--- src/rtl/bsb_pkg.sv ---
package bsb_pkg;

  // bitmap geometry
  localparam int BITS        = 1024;
  localparam int STORE_BYTES = (BITS + 7) / 8;
  localparam int WORD_BYTES  = 4;
  localparam int WORD_BITS   = WORD_BYTES * 8;
  localparam int WORDS       = (STORE_BYTES + WORD_BYTES - 1) / WORD_BYTES;
  localparam int WADDR_W     = $clog2(WORDS);
  localparam int LANE_W      = $clog2(WORD_BYTES);
  localparam int BIT_W       = $clog2(WORD_BITS);
  localparam int WORD_SHIFT  = BIT_W;

  // field widths
  localparam int CMD_W   = 3;
  localparam int INDEX_W = 7;
  localparam int BYTE_W  = 8;
  localparam int POS_W   = 10;
  localparam int LEN_W   = 11;
  localparam int BYTE_OK_W = WORDS * WORD_BYTES;
  localparam int GB_W      = WADDR_W + LANE_W;

  localparam logic [LEN_W-1:0] LEN_RESET = LEN_W'(1024);
  localparam logic [LEN_W-1:0] LEN_MAX   = LEN_W'(BITS);
  localparam logic [BYTE_W-1:0] BYTE_ONES = 8'hff;

  // command codes
  localparam logic [CMD_W-1:0] CMD_WRITE = 3'd0;
  localparam logic [CMD_W-1:0] CMD_FILL  = 3'd1;
  localparam logic [CMD_W-1:0] CMD_COMP  = 3'd2;
  localparam logic [CMD_W-1:0] CMD_FIRST = 3'd3;
  localparam logic [CMD_W-1:0] CMD_LAST  = 3'd4;

  // queue depth between front and engine
  localparam int QUEUE_DEPTH = 2;
  localparam int QPTR_W      = $clog2(QUEUE_DEPTH);

  typedef enum logic [2:0] {
    OP_NONE,
    OP_WRITE,
    OP_FILL,
    OP_COMP,
    OP_FIRST,
    OP_LAST
  } op_t;

  typedef enum logic {
    ENG_IDLE,
    ENG_RUN
  } eng_state_t;

  // one classified job: word range and bit bounds
  typedef struct packed {
    op_t                 op;
    logic [WADDR_W-1:0]  waddr;
    logic [WADDR_W-1:0]  wend;
    logic [LANE_W-1:0]   lane;
    logic [BYTE_W-1:0]   value;
    logic [LEN_W-1:0]    lo;
    logic [LEN_W-1:0]    hi;
  } task_t;

endpackage

--- src/rtl/bsb_front.sv ---
module bsb_front import bsb_pkg::*; (
  input  logic               clk,
  input  logic               rst,
  input  logic               start,
  input  logic               full,
  input  logic [CMD_W-1:0]   command,
  input  logic [INDEX_W-1:0] byte_index,
  input  logic [BYTE_W-1:0]  byte_value,
  input  logic [POS_W-1:0]   start_bit,
  input  logic               cfg_we,
  input  logic [LEN_W-1:0]   cfg_data,
  output logic               push,
  output task_t              entry
);

  logic [LEN_W-1:0] length_reg;
  logic [LEN_W-1:0] len_used;
  logic [LEN_W-1:0] start_ext;
  logic [LEN_W-1:0] len_m1;
  logic [LEN_W-1:0] limit;
  logic [LEN_W-1:0] lim_m1;
  logic [LEN_W:0]   nbytes_sum;
  logic             start_out;

  // length register
  always_ff @(posedge clk) begin
    if (rst) begin
      length_reg <= LEN_RESET;
    end else if (cfg_we) begin
      length_reg <= cfg_data;
    end
  end

  // bounds derived from the clamped length
  always_comb begin
    len_used   = (length_reg > LEN_MAX) ? LEN_MAX : length_reg;
    start_ext  = LEN_W'(start_bit);
    len_m1     = len_used - LEN_W'(1);
    limit      = len_used - start_ext;
    lim_m1     = limit - LEN_W'(1);
    nbytes_sum = ({1'b0, len_used} + (LEN_W+1)'(7)) >> 3;
    start_out  = (start_ext >= len_used);
  end

  assign push = start && !full;

  // command decode
  always_comb begin
    entry       = '0;
    entry.op    = OP_NONE;
    entry.value = byte_value;
    entry.lane  = byte_index[LANE_W-1:0];
    unique case (command)
      CMD_WRITE: begin
        if (32'(byte_index) < STORE_BYTES) begin
          entry.op    = OP_WRITE;
          entry.waddr = WADDR_W'(byte_index >> LANE_W);
        end
      end
      CMD_FILL: begin
        entry.op   = OP_FILL;
        entry.wend = WADDR_W'(WORDS - 1);
      end
      CMD_COMP: begin
        if (len_used != '0) begin
          entry.op   = OP_COMP;
          entry.wend = len_m1[WORD_SHIFT +: WADDR_W];
          entry.hi   = nbytes_sum[LEN_W-1:0];
        end
      end
      CMD_FIRST: begin
        if (!start_out) begin
          entry.op    = OP_FIRST;
          entry.waddr = start_ext[WORD_SHIFT +: WADDR_W];
          entry.wend  = len_m1[WORD_SHIFT +: WADDR_W];
          entry.lo    = start_ext;
          entry.hi    = len_used;
        end
      end
      CMD_LAST: begin
        if (!start_out) begin
          entry.op    = OP_LAST;
          entry.waddr = lim_m1[WORD_SHIFT +: WADDR_W];
          entry.wend  = '0;
          entry.hi    = limit;
        end
      end
      default: begin
        entry.op = OP_NONE;
      end
    endcase
  end

endmodule

--- src/rtl/bsb_queue.sv ---
module bsb_queue import bsb_pkg::*; (
  input  logic  clk,
  input  logic  rst,
  input  logic  push,
  input  task_t entry_in,
  input  logic  pop,
  output task_t entry_out,
  output logic  empty,
  output logic  full
);

  task_t             slots [QUEUE_DEPTH];
  logic [QPTR_W-1:0] wr_ptr;
  logic [QPTR_W-1:0] rd_ptr;
  logic [QPTR_W:0]   count;

  assign empty     = (count == '0);
  assign full      = (count == (QPTR_W+1)'(QUEUE_DEPTH));
  assign entry_out = slots[rd_ptr];

  // pointers and fill level
  always_ff @(posedge clk) begin
    if (rst) begin
      wr_ptr <= '0;
      rd_ptr <= '0;
      count  <= '0;
    end else begin
      if (push) wr_ptr <= wr_ptr + QPTR_W'(1);
      if (pop)  rd_ptr <= rd_ptr + QPTR_W'(1);
      if (push && !pop) count <= count + (QPTR_W+1)'(1);
      else if (pop && !push) count <= count - (QPTR_W+1)'(1);
    end
  end

  // slot storage
  always_ff @(posedge clk) begin
    if (push) slots[wr_ptr] <= entry_in;
  end

endmodule

--- src/rtl/bsb_engine.sv ---
module bsb_engine import bsb_pkg::*; (
  input  logic             clk,
  input  logic             rst,
  input  logic             q_empty,
  input  task_t            q_head,
  output logic             q_pop,
  output logic             done,
  output logic             found,
  output logic [POS_W-1:0] bit_position
);

  eng_state_t state, state_next;
  task_t      cur;

  logic [WORD_BITS-1:0]  mem [WORDS];
  logic [WORD_BITS-1:0]  rdata;
  logic [BYTE_OK_W-1:0]  byte_ok;

  logic [WADDR_W-1:0]    ptr, ptr_next;
  logic [WADDR_W-1:0]    rd_addr;
  logic                  issue, issue_next;
  logic                  rd_valid, rdv_next;

  logic                  mem_we;
  logic [WORD_BYTES-1:0] mem_be;
  logic [WADDR_W-1:0]    mem_waddr;
  logic [WORD_BITS-1:0]  mem_wdata;

  logic                  finish;
  logic                  res_found;
  logic [POS_W-1:0]      res_pos;

  logic [WORD_BITS-1:0]  word_data;
  logic [WORD_BITS-1:0]  cand;
  logic [WORD_BYTES-1:0] inv;
  logic [BIT_W-1:0]      low_idx;
  logic [BIT_W-1:0]      high_idx;
  logic [LEN_W-1:0]      pos_ext;
  logic [GB_W-1:0]       gb;

  // control registers
  always_ff @(posedge clk) begin
    if (rst) begin
      state    <= ENG_IDLE;
      issue    <= 1'b0;
      rd_valid <= 1'b0;
      done     <= 1'b0;
      byte_ok  <= '0;
    end else begin
      state    <= state_next;
      issue    <= issue_next;
      rd_valid <= rdv_next;
      done     <= finish;
      if (mem_we) begin
        for (int k = 0; k < WORD_BYTES; k++) begin
          if (mem_be[k]) byte_ok[{mem_waddr, LANE_W'(k)}] <= 1'b1;
        end
      end
    end
  end

  // job and result payload
  always_ff @(posedge clk) begin
    if (q_pop) cur <= q_head;
    ptr     <= ptr_next;
    rd_addr <= ptr;
    if (finish) begin
      found        <= res_found;
      bit_position <= res_pos;
    end
  end

  // bitmap word memory with byte enables
  always_ff @(posedge clk) begin
    if (mem_we) begin
      for (int k = 0; k < WORD_BYTES; k++) begin
        if (mem_be[k]) mem[mem_waddr][k*8 +: 8] <= mem_wdata[k*8 +: 8];
      end
    end
    rdata <= mem[ptr];
  end

  // masked read word, bit candidates and complement lanes
  always_comb begin
    word_data = rdata;
    cand      = '0;
    inv       = '0;
    pos_ext   = '0;
    gb        = '0;
    for (int k = 0; k < WORD_BYTES; k++) begin
      if (!byte_ok[{rd_addr, LANE_W'(k)}]) word_data[k*8 +: 8] = '0;
      gb     = {rd_addr, LANE_W'(k)};
      inv[k] = (LEN_W'(gb) < cur.hi);
    end
    for (int b = 0; b < WORD_BITS; b++) begin
      pos_ext = LEN_W'({rd_addr, BIT_W'(b)});
      cand[b] = word_data[b] && (pos_ext >= cur.lo) && (pos_ext < cur.hi);
    end
  end

  // lowest and highest candidate
  always_comb begin
    low_idx  = '0;
    high_idx = '0;
    for (int b = WORD_BITS - 1; b >= 0; b--) begin
      if (cand[b]) low_idx = BIT_W'(b);
    end
    for (int b = 0; b < WORD_BITS; b++) begin
      if (cand[b]) high_idx = BIT_W'(b);
    end
  end

  // next state
  always_comb begin
    state_next = state;
    unique case (state)
      ENG_IDLE: if (!q_empty) state_next = ENG_RUN;
      ENG_RUN:  if (finish) state_next = ENG_IDLE;
      default:  state_next = ENG_IDLE;
    endcase
  end

  // outputs: queue pop, memory access, scan pointer and result
  always_comb begin
    q_pop      = (state == ENG_IDLE) && !q_empty;
    ptr_next   = ptr;
    issue_next = issue;
    rdv_next   = 1'b0;
    mem_we     = 1'b0;
    mem_be     = '0;
    mem_waddr  = ptr;
    mem_wdata  = {WORD_BYTES{cur.value}};
    finish     = 1'b0;
    res_found  = 1'b0;
    res_pos    = '0;
    if (state == ENG_IDLE) begin
      if (q_pop) begin
        ptr_next   = q_head.waddr;
        issue_next = 1'b1;
      end
    end else begin
      unique case (cur.op) inside
        OP_NONE: begin
          finish = 1'b1;
        end
        OP_WRITE: begin
          mem_we    = 1'b1;
          mem_waddr = cur.waddr;
          mem_be    = WORD_BYTES'(1) << cur.lane;
          finish    = 1'b1;
        end
        OP_FILL: begin
          mem_we = 1'b1;
          mem_be = '1;
          if (ptr == cur.wend) finish = 1'b1;
          else ptr_next = ptr + WADDR_W'(1);
        end
        OP_COMP, OP_FIRST, OP_LAST: begin
          // read side: one word per cycle
          if (issue) begin
            rdv_next = 1'b1;
            if (ptr == cur.wend) issue_next = 1'b0;
            else if (cur.op == OP_LAST) ptr_next = ptr - WADDR_W'(1);
            else ptr_next = ptr + WADDR_W'(1);
          end
          // data side: word read last cycle
          if (rd_valid) begin
            case (cur.op)
              OP_COMP: begin
                mem_we    = 1'b1;
                mem_waddr = rd_addr;
                mem_be    = inv;
                mem_wdata = ~word_data;
                if (rd_addr == cur.wend) finish = 1'b1;
              end
              OP_FIRST: begin
                if (|cand) begin
                  finish    = 1'b1;
                  res_found = 1'b1;
                  res_pos   = POS_W'({rd_addr, low_idx});
                end else if (rd_addr == cur.wend) begin
                  finish = 1'b1;
                end
              end
              default: begin
                if (|cand) begin
                  finish    = 1'b1;
                  res_found = 1'b1;
                  res_pos   = POS_W'({rd_addr, high_idx});
                end else if (rd_addr == cur.wend) begin
                  finish = 1'b1;
                end
              end
            endcase
          end
          if (finish) begin
            issue_next = 1'b0;
            rdv_next   = 1'b0;
          end
        end
        default: begin
          finish = 1'b1;
        end
      endcase
    end
    if (mem_we && mem_be == '0) mem_we = 1'b0;
  end

endmodule

--- src/rtl/bitmap_set_bit_search_core.sv ---
// latency: write, undefined commands and trivial searches strobe done 3 cycles after start
// fill takes 2 + words swept cycles, 34 for a 1024-bit bitmap
// complement and searches take 3 + words read cycles, 35 at most; searches stop at the first hit
// queued jobs follow one engine cycle apart: write 2, fill 33, complement and search words + 2
// busy rises while the two-entry job queue is full; results cannot be held off
// synchronous reset clears the bitmap (per-byte valid flags) and sets the length to 1024
module bitmap_set_bit_search_core import bsb_pkg::*; (
  input  logic               clk,
  input  logic               rst,
  input  logic               start,
  output logic               busy,
  input  logic [CMD_W-1:0]   command,
  input  logic [INDEX_W-1:0] byte_index,
  input  logic [BYTE_W-1:0]  byte_value,
  input  logic [POS_W-1:0]   start_bit,
  input  logic               cfg_we,
  input  logic [LEN_W-1:0]   cfg_data,
  output logic               done,
  output logic               found,
  output logic [POS_W-1:0]   bit_position
);

  logic  push;
  logic  pop;
  logic  q_empty;
  logic  q_full;
  task_t entry_in;
  task_t entry_out;

  assign busy = q_full;

  // front: length register and command decode
  bsb_front u_front (
    .clk        (clk),
    .rst        (rst),
    .start      (start),
    .full       (q_full),
    .command    (command),
    .byte_index (byte_index),
    .byte_value (byte_value),
    .start_bit  (start_bit),
    .cfg_we     (cfg_we),
    .cfg_data   (cfg_data),
    .push       (push),
    .entry      (entry_in)
  );

  // job queue
  bsb_queue u_queue (
    .clk       (clk),
    .rst       (rst),
    .push      (push),
    .entry_in  (entry_in),
    .pop       (pop),
    .entry_out (entry_out),
    .empty     (q_empty),
    .full      (q_full)
  );

  // back: bitmap store and word scanner
  bsb_engine u_engine (
    .clk          (clk),
    .rst          (rst),
    .q_empty      (q_empty),
    .q_head       (entry_out),
    .q_pop        (pop),
    .done         (done),
    .found        (found),
    .bit_position (bit_position)
  );

endmodule
--- config.mk ---
export PLATFORM = sky130hd
export DESIGN_NAME = bitmap_set_bit_search_core
export DESIGN_NICKNAME = d
export VERILOG_FILES = /design/src/rtl/bsb_pkg.sv /design/src/rtl/bsb_front.sv /design/src/rtl/bsb_queue.sv /design/src/rtl/bsb_engine.sv /design/src/rtl/bitmap_set_bit_search_core.sv
export SDC_FILE = /design/constraint.sdc
export NUM_CORES = 2
export LEC_CHECK = 0
export BUFFER_PORTS_ARGS = -buffer_cell sky130_fd_sc_hd__buf_2
export CORE_UTILIZATION = 50
export DETAILED_ROUTE_END_ITERATION = 8
export PLACE_DENSITY = 0.74
export SYNTH_ARGS = -nofsm -noshare
export SYNTH_HDL_FRONTEND = slang
export SYNTH_SLANG_ARGS = --single-unit
--- constraint.sdc ---
create_clock -name clk -period 5.15 [get_ports clk]
set_input_delay 0.515 -clock clk [delete_from_list [all_inputs] [get_ports clk]]
set_output_delay 0.515 -clock clk [all_outputs]
set_load 0.02 [all_outputs]
## After elaboration in Yosys (flattened, before gate mapping)

Memories as Yosys holds them, arrays and structs flattened. A register that Yosys moved wholly into a read port is not among the register bits.
Cells that the tools add are included.

- Flip-flop bits (word level): 213
- RAM bits: 1,114
- Bits of input ports: 43
- Output and inout port bits: 13
- Logic and storage cells: 402
- Memories kept: 2

- $add $sub $neg: 10
- $lt $le $gt $ge: 82
- Equal/unequal tests: 17
- Shifts and indexed selects: 1
- Mux-type cells: 171
- Bitwise gates (word level): 8
- Reduce and logical (&&, ||, !) cells: 91

Memory list:

| name | depth | width | read ports | clocked after memory_dff | wr ports | RTL line | RTL |
|---|---|---|---|---|---|---|---|
| u_engine.mem | 32 | 32 | 1 | 1 | 1 | bsb_engine.sv:15 | `logic [WORD_BITS-1:0] mem [WORDS];` |
| u_queue.slots | 2 | 45 | 1 | 1 | 1 | bsb_queue.sv:12 | `task_t slots [QUEUE_DEPTH];` |

Operator list:

| cell | count |
|---|---|
| two-way mux 128 bit | 10 |
| greater-or-equal comparator 10 x 11 -> 1 bit | 33 |
| two-way mux 5 bit | 72 |
| < comparator 10 x 11 -> 1 bit | 32 |
| two-way mux 32 bit | 4 |
| bitwise OR 128 x 125 -> 128 bit | 1 |
| bitwise OR 128 x 126 -> 128 bit | 1 |
| bitwise OR 128 x 127 -> 128 bit | 1 |
| bitwise OR 128 bit | 1 |
| logical AND 1 bit | 73 |
| < comparator 7 x 8 -> 1 bit, second input constant | 8 |
| two-way mux 1 bit | 47 |
| < comparator 7 x 11 -> 1 bit | 4 |
| two-way mux 11 bit | 3 |
| one-hot mux 11 bit (3 select lines) | 1 |
| two-way mux 8 bit | 4 |
| NOT 32 bit | 1 |
| OR reduction 32 bit | 1 |
| greater-or-equal comparator 7 x 1 -> 1 bit, second input constant | 4 |
| two-way mux 13 bit | 2 |
| two-way mux 21 bit | 1 |
| binary-select mux 1 bit (select 5 bit) | 4 |
| demux 1 bit (select 5 bit) | 4 |
| two-way mux 10 bit | 2 |
| 40 further kinds | 66 |

## Longest topological paths before layout

- Word-level depth: 39
- Mapped depth: 19

## Cells and area by module

From an unflattened synthesis, not the netlist that was laid out.

- Cell total of the unflattened synthesis: 3,143
- Area, all modules: 55,693.4 µm²

Modules (own cells, without submodules):

| module | instances | cells an instance | area each (µm²) | sequential area each (µm²) |
|---|---|---|---|---|
| bsb_engine | 1 | 2,724 | 50,404.6 | 35,964.5 |
| bsb_queue | 1 | 162 | 3,467.1 | 2,802.7 |
| bsb_front | 1 | 257 | 1,821.7 | 220.2 |

## Worst setup path after synthesis

Ideal clock, no wire load.

- Path type: register to register
- From: register u_front.length_reg[2]
- To: memory u_queue.slots[0][40] (netlist bit), data pin
- Library setup time: 0.263 ns
- Arrival time: 4.445 ns
- Setup slack: 0.442 ns
- Cell stages (with the launch flop): 19
- Path buffers: 1
- Path through: dfxtp_1 > or3_1 > or4_1 > clkbuf_1 > nor4_1 > nand2b_1 > nand2_1 > nand2_1 > ha_1 > fa_1 > nor2b_1 > o21ai_0 > a21boi_1 > nor2_1 > or3_1 > a221oi_1 > a21boi_1 > xnor3_1 > a211o_1

RTL lines:

| what | RTL line | RTL |
|---|---|---|
| from (decl) | bsb_front.sv:16 | `logic [LEN_W-1:0] length_reg;` |
| from (signal assigned) | bsb_front.sv:30 | `length_reg <= cfg_data;` |
| to (decl) | bsb_queue.sv:12 |  |

==> results by group <==
Place
  – Port Buffers: 55
  – Pre-CTS setup slack: roughly 160 ps
  – Placed Instances: 4646
  – RePlAce Congestion: 1.013
  – Hpwl dp: about 88 mm

Floorplan
  – FP Rows: 121
  – Die H: 335.2 um
  – Io pins: 56
  – Core ar.: 109500 sq um
  – Die area: 112400 sq um
  – Chip Width: 335.2 um
  – Starting Density: 0.5071

Setup path
  – CP required: 5640 ps
  – Arrival time at the worst endpoint: 5330 ps
  – Buf+Inv Stages, Crit Path: 0
  – FF-to-FF path depth: 17
  – Worst-path fanout max: 5
  – CP top delay family: simple AND/OR/NAND/NOR gates
  – CP Launch Type: flop
  – FF-to-FF setup slack: around 310 ps
  – Crit Path Class: reg2reg
  – Crit path capture type: flop
  – Worst flop-to-flop path endpoint: u_queue.slots[1][40]
  – CP cell instances: or3_1, or4_1, nor4_2, nand2b_1, nand2_1, nand2_1, ha_1, fa_1, nor2b_1, o21ai_0, a21boi_1, nor2_1, or3_1, a221oi_1, a21boi_4, xnor3_1, a211o_1
  – Critical path's largest stage delay: 480 ps
  – Slowest stage cell, crit path: or4_1
  – FF-to-FF Start: u_front.length_reg[2]

Yosys
  – Syn. warnings: 0
  – Synth cell types: 96
  – Syn avg cell area: 17.87 sq um
  – Synth Area in Adders: 0.007348
  – Syn nets: around 3.2k
  – Post-synth EDFFs: roughly 1.2k
  – Synth Area in Simple Gates: 0.04393
  – Synth Area in Compound Gates: 0.06343
  – XOR/XNOR share of the synthesized area: 0.004981
  – Largest family of logic cells by synthesized area: multiplexers
  – Synth Instances: 3106
  – Mapped Area: 55510 sq um
  – Sequential cell area fraction in the yosys report: 0.7007
  – Post-synthesis async set-or-reset flop share: 0
  – Seq cells post-synth: 1357
  – Mux contribution to synthesized area: 0.1624
  – Top FF cell, synth: edfxtp_1

Detailed routing
  – Drt wl/cell: 28.61 um
  – Avg Vias per Cell: 6.272
  – Final wirelength: 140.5 mm
  – Via count: 30.81k
  – DRT antenna net count: 0
  – Drt pass-1 iters: 8
  – Drt drc: 0
  – Iter 0 DRT Violations: 3547

Global route
  – All-Layer GR Usage: 0.2526
  – Initial antenna violation count: 1
  – Total gr overflow: 0
  – Global-route wire length before repair: 206.1 mm
  – Largest net degree at the start of global routing: 133
  – Vias in the first global route: between 30k and 40k

Clocking
  – CTS Sinks: 1357
  – Number of buffers created by CTS: 135
  – CTS tree: yes
  – CTS root buf: clkbuf_16
  – Clock transition at the registers of the reported paths: 60 ps
  – H-tree Lvls: 4
  – Postcts setup bufs: 0
  – Clk Latency, worst-skew pair: 780 ps
  – Max Buffers Root-to-Sink: 3

Outcome
  – Status: finished clean

Hold path
  – Worst Hold Path EP: u_front.length_reg[4]
  – Min-Delay Path Class: in2reg
  – Hold_sp: cfg_data[4]
  – Worst Hold Depth: 3

Timing
  – Final Max Slew Viols: 0
  – Worst slew margin: 0.1163
  – Final worst path period share: 0.9397
  – Final setup violation count: 0
  – Fmax: 206.6 MHz
  – Final min period: 4840 ps
  – Final number of hold-violating endpoints: 0
  – Worst Tran Pin Value: 1326 ps
  – Setup WS post-layout: ~310 ps
  – Final Skew: 50.60 ps

Job
  – Max-cap viol count: 0

Power and ir drop
  – P_leak: 0.02077 uW
  – Pwr Density: 579.9 nW/um^2
  – Max VDD drop: 0.0005349 V

Final layout
  – Non-Filler Instances: 4912
  – Number of nets in the layout: 3398
  – Max reg flops: 1024
  – Ant diodes: 0
  – Layout fillers: between 7k and 8k
  – Top Registers: u_engine.mem (1024), u_engine.byte_ok (128), u_queue.slots (88)
  – Synth-to-layout area growth: 13.69%
  – Fraction of layout cells with a size suffix above 1: 0.2675
  – Most flops, register: u_engine.mem
-- area by class of cell --
type	count	area, sq um	area share
clock inverters	69	844.6	0.01338
inverters	50	190.2	0.003013
flip-flops and latches	1357	38900	0.6164
clock buffers	181	3622	0.05739
repair buffers	255	1879	0.02978
well taps	1476	1847	0.02926
multi-input cells	1524	15830	0.2508
-- cell families (layout without fill, tap and decap cells) --
family / count (synthesis) / in the layout
flip-flops: 1357 / 1357
AND/OR/NAND/NOR: 506 / 506
AO/OA/AOI/OAI: 500 / 500
multiplexers: 456 / 456
buffers and inverters: 225 / 555
adder cells (fa/ha/maj): 32 / 32
XOR/XNOR: 30 / 30
-- where the power goes --
| part | internal (uW) | total [uW] | switching, uW |
|---|---|---|---|
| combinational | 4840 | 12200 | 7380 |
| sequential | 13800 | 14500 | 686 |
| clock | 5590 | 9850 | 4260 |
| total | 24300 | 36600 | 12300 |
-- cell usage after synthesis (6+ instances only) --
library cell | instances | area share
xor2_1 | 15 | 0.0024
o211ai_1 | 11 | 0.0015
and2_1 | 31 | 0.0035
nand4_1 | 16 | 0.0018
xnor2_1 | 14 | 0.0022
and3_1 | 13 | 0.0015
mux4_2 | 331 | 0.13
or2_2 | 11 | 0.0012
a22o_1 | 6 | 0.00095
o21a_1 | 143 | 0.019
mux4_1 | 13 | 0.0062
edfxtp_1 | 1172 | 0.63
clkbuf_1 | 122 | 0.0082
ha_1 | 31 | 0.0070
nor2b_1 | 18 | 0.0020
buf_4 | 12 | 0.0016
mux2i_1 | 32 | 0.0058
o31ai_1 | 20 | 0.0027
nand2_1 | 96 | 0.0065
nor3_1 | 23 | 0.0021
a22oi_1 | 15 | 0.0020
o22ai_1 | 18 | 0.0020
a31oi_1 | 22 | 0.0025
nor3b_1 | 6 | 0.00081
buf_2 | 8 | 0.00072
a21oi_1 | 89 | 0.0080
o21ai_0 | 54 | 0.0049
buf_1 | 27 | 0.0018
nand2b_1 | 14 | 0.0016
inv_1 | 49 | 0.0033
o221ai_1 | 6 | 0.00095
nor2_1 | 206 | 0.014
nor4_1 | 6 | 0.00068
nand3_1 | 29 | 0.0026
a211oi_1 | 12 | 0.0016
dfxtp_1 | 185 | 0.067
mux2_2 | 80 | 0.016
a221o_1 | 6 | 0.0011
or3_1 | 9 | 0.0010
a21o_1 | 26 | 0.0035
-- cells in the final DEF (no fill, tap or decap), types with 15 or more instances in the layout --
master         netlist  routed
a22oi_1             15      15
clkbuf_16            0     135
mux4_2             331     331
dfxtp_1            185     182
o22ai_1             18      18
o31ai_1             20      20
o21a_1             143     143
a31oi_1             22      22
nor2_1             206     205
dlygate4sd3_1        0      16
clkinv_1             1      20
nand2_1             96      96
buf_4               12     179
mux2_2              80      80
clkbuf_1           122      38
inv_1               49      47
clkinv_2             0      21
nand4_1             16      16
nand3_1             29      29
mux2i_1             32      32
edfxtp_1          1172    1172
xor2_1              15      15
o21ai_0             54      54
a21oi_2              0      33
ha_1                31      31
nor3_1              23      23
nor2b_1             18      18
a21oi_1             89      56
buf_2                8      55
a21o_1              26      26
and2_1              31      31
-- worst max-delay path by stage --
stage	from	to	slack, ps	cells after the start
2_1_floorplan	u_front.length_reg[2]	u_queue.slots[0][40]	440	18
6_report	u_front.length_reg[2]	u_queue.slots[1][40]	310	17
3_5_place_dp	u_front.length_reg[2]	u_queue.slots[1][40]	160	17
5_1_grt	u_front.length_reg[2]	u_queue.slots[0][40]	-20	17
4_1_cts	u_front.length_reg[2]	u_queue.slots[1][40]	130	17
3_3_place_gp	u_front.length_reg[2]	u_queue.slots[0][40]	170	17
-- worst reg2reg max path, stage by stage (launching register included) --
cell and delay [ps]:
dfxtp_1 330, or3_1 440, or4_1 480, nor4_2 230, nand2b_1 150, nand2_1 150, nand2_1 80, ha_1 210
fa_1 410, nor2b_1 110, o21ai_0 100, a21boi_1 220, nor2_1 90, or3_1 420, a221oi_1 300, a21boi_4 280
xnor3_1 250, a211o_1 330
-- per-stage QoR --
step / cell area (sq um) / total power [uW] / hold slack (ps) / utilization / setup TNS (ps)
2_1_floorplan: 55510 / 22850 / 346.2 / - / 0
3_3_place_gp: 58460 / 26600 / 438.5 / 0.5341 / 0
3_5_place_dp: 58460 / 26720 / 446.3 / 0.5341 / 0
4_1_cts: 63090 / 36580 / 2.835 / 0.5764 / 0
5_1_grt: 63110 / 37830 / 38.84 / 0.5766 / -40.31
6_report: 63110 / 36600 / 32.09 / 0.5766 / 0
-- timing repair --
action                                  4_1_cts  5_1_grt
resized for setup                             0        4
endpoints found under the setup margin        0       28
hold buffers                                 16        0
hold endpoints to repair                     26        0
-- routing by layer --
| layer | up-vias | part of all wire | global-route usage |
|---|---|---|---|
| met5 | - | 0 | 0 |
| met4 | 0 | 0.041 | 0.1034 |
| met3 | 348 | 0.080 | 0.04672 |
| met2 | 1444 | 0.48 | 0.3981 |
| met1 | 15980 | 0.40 | 0.3485 |
| li1 | 13040 | - | - |
No activity file was read; power rests on OpenSTA's default activity.
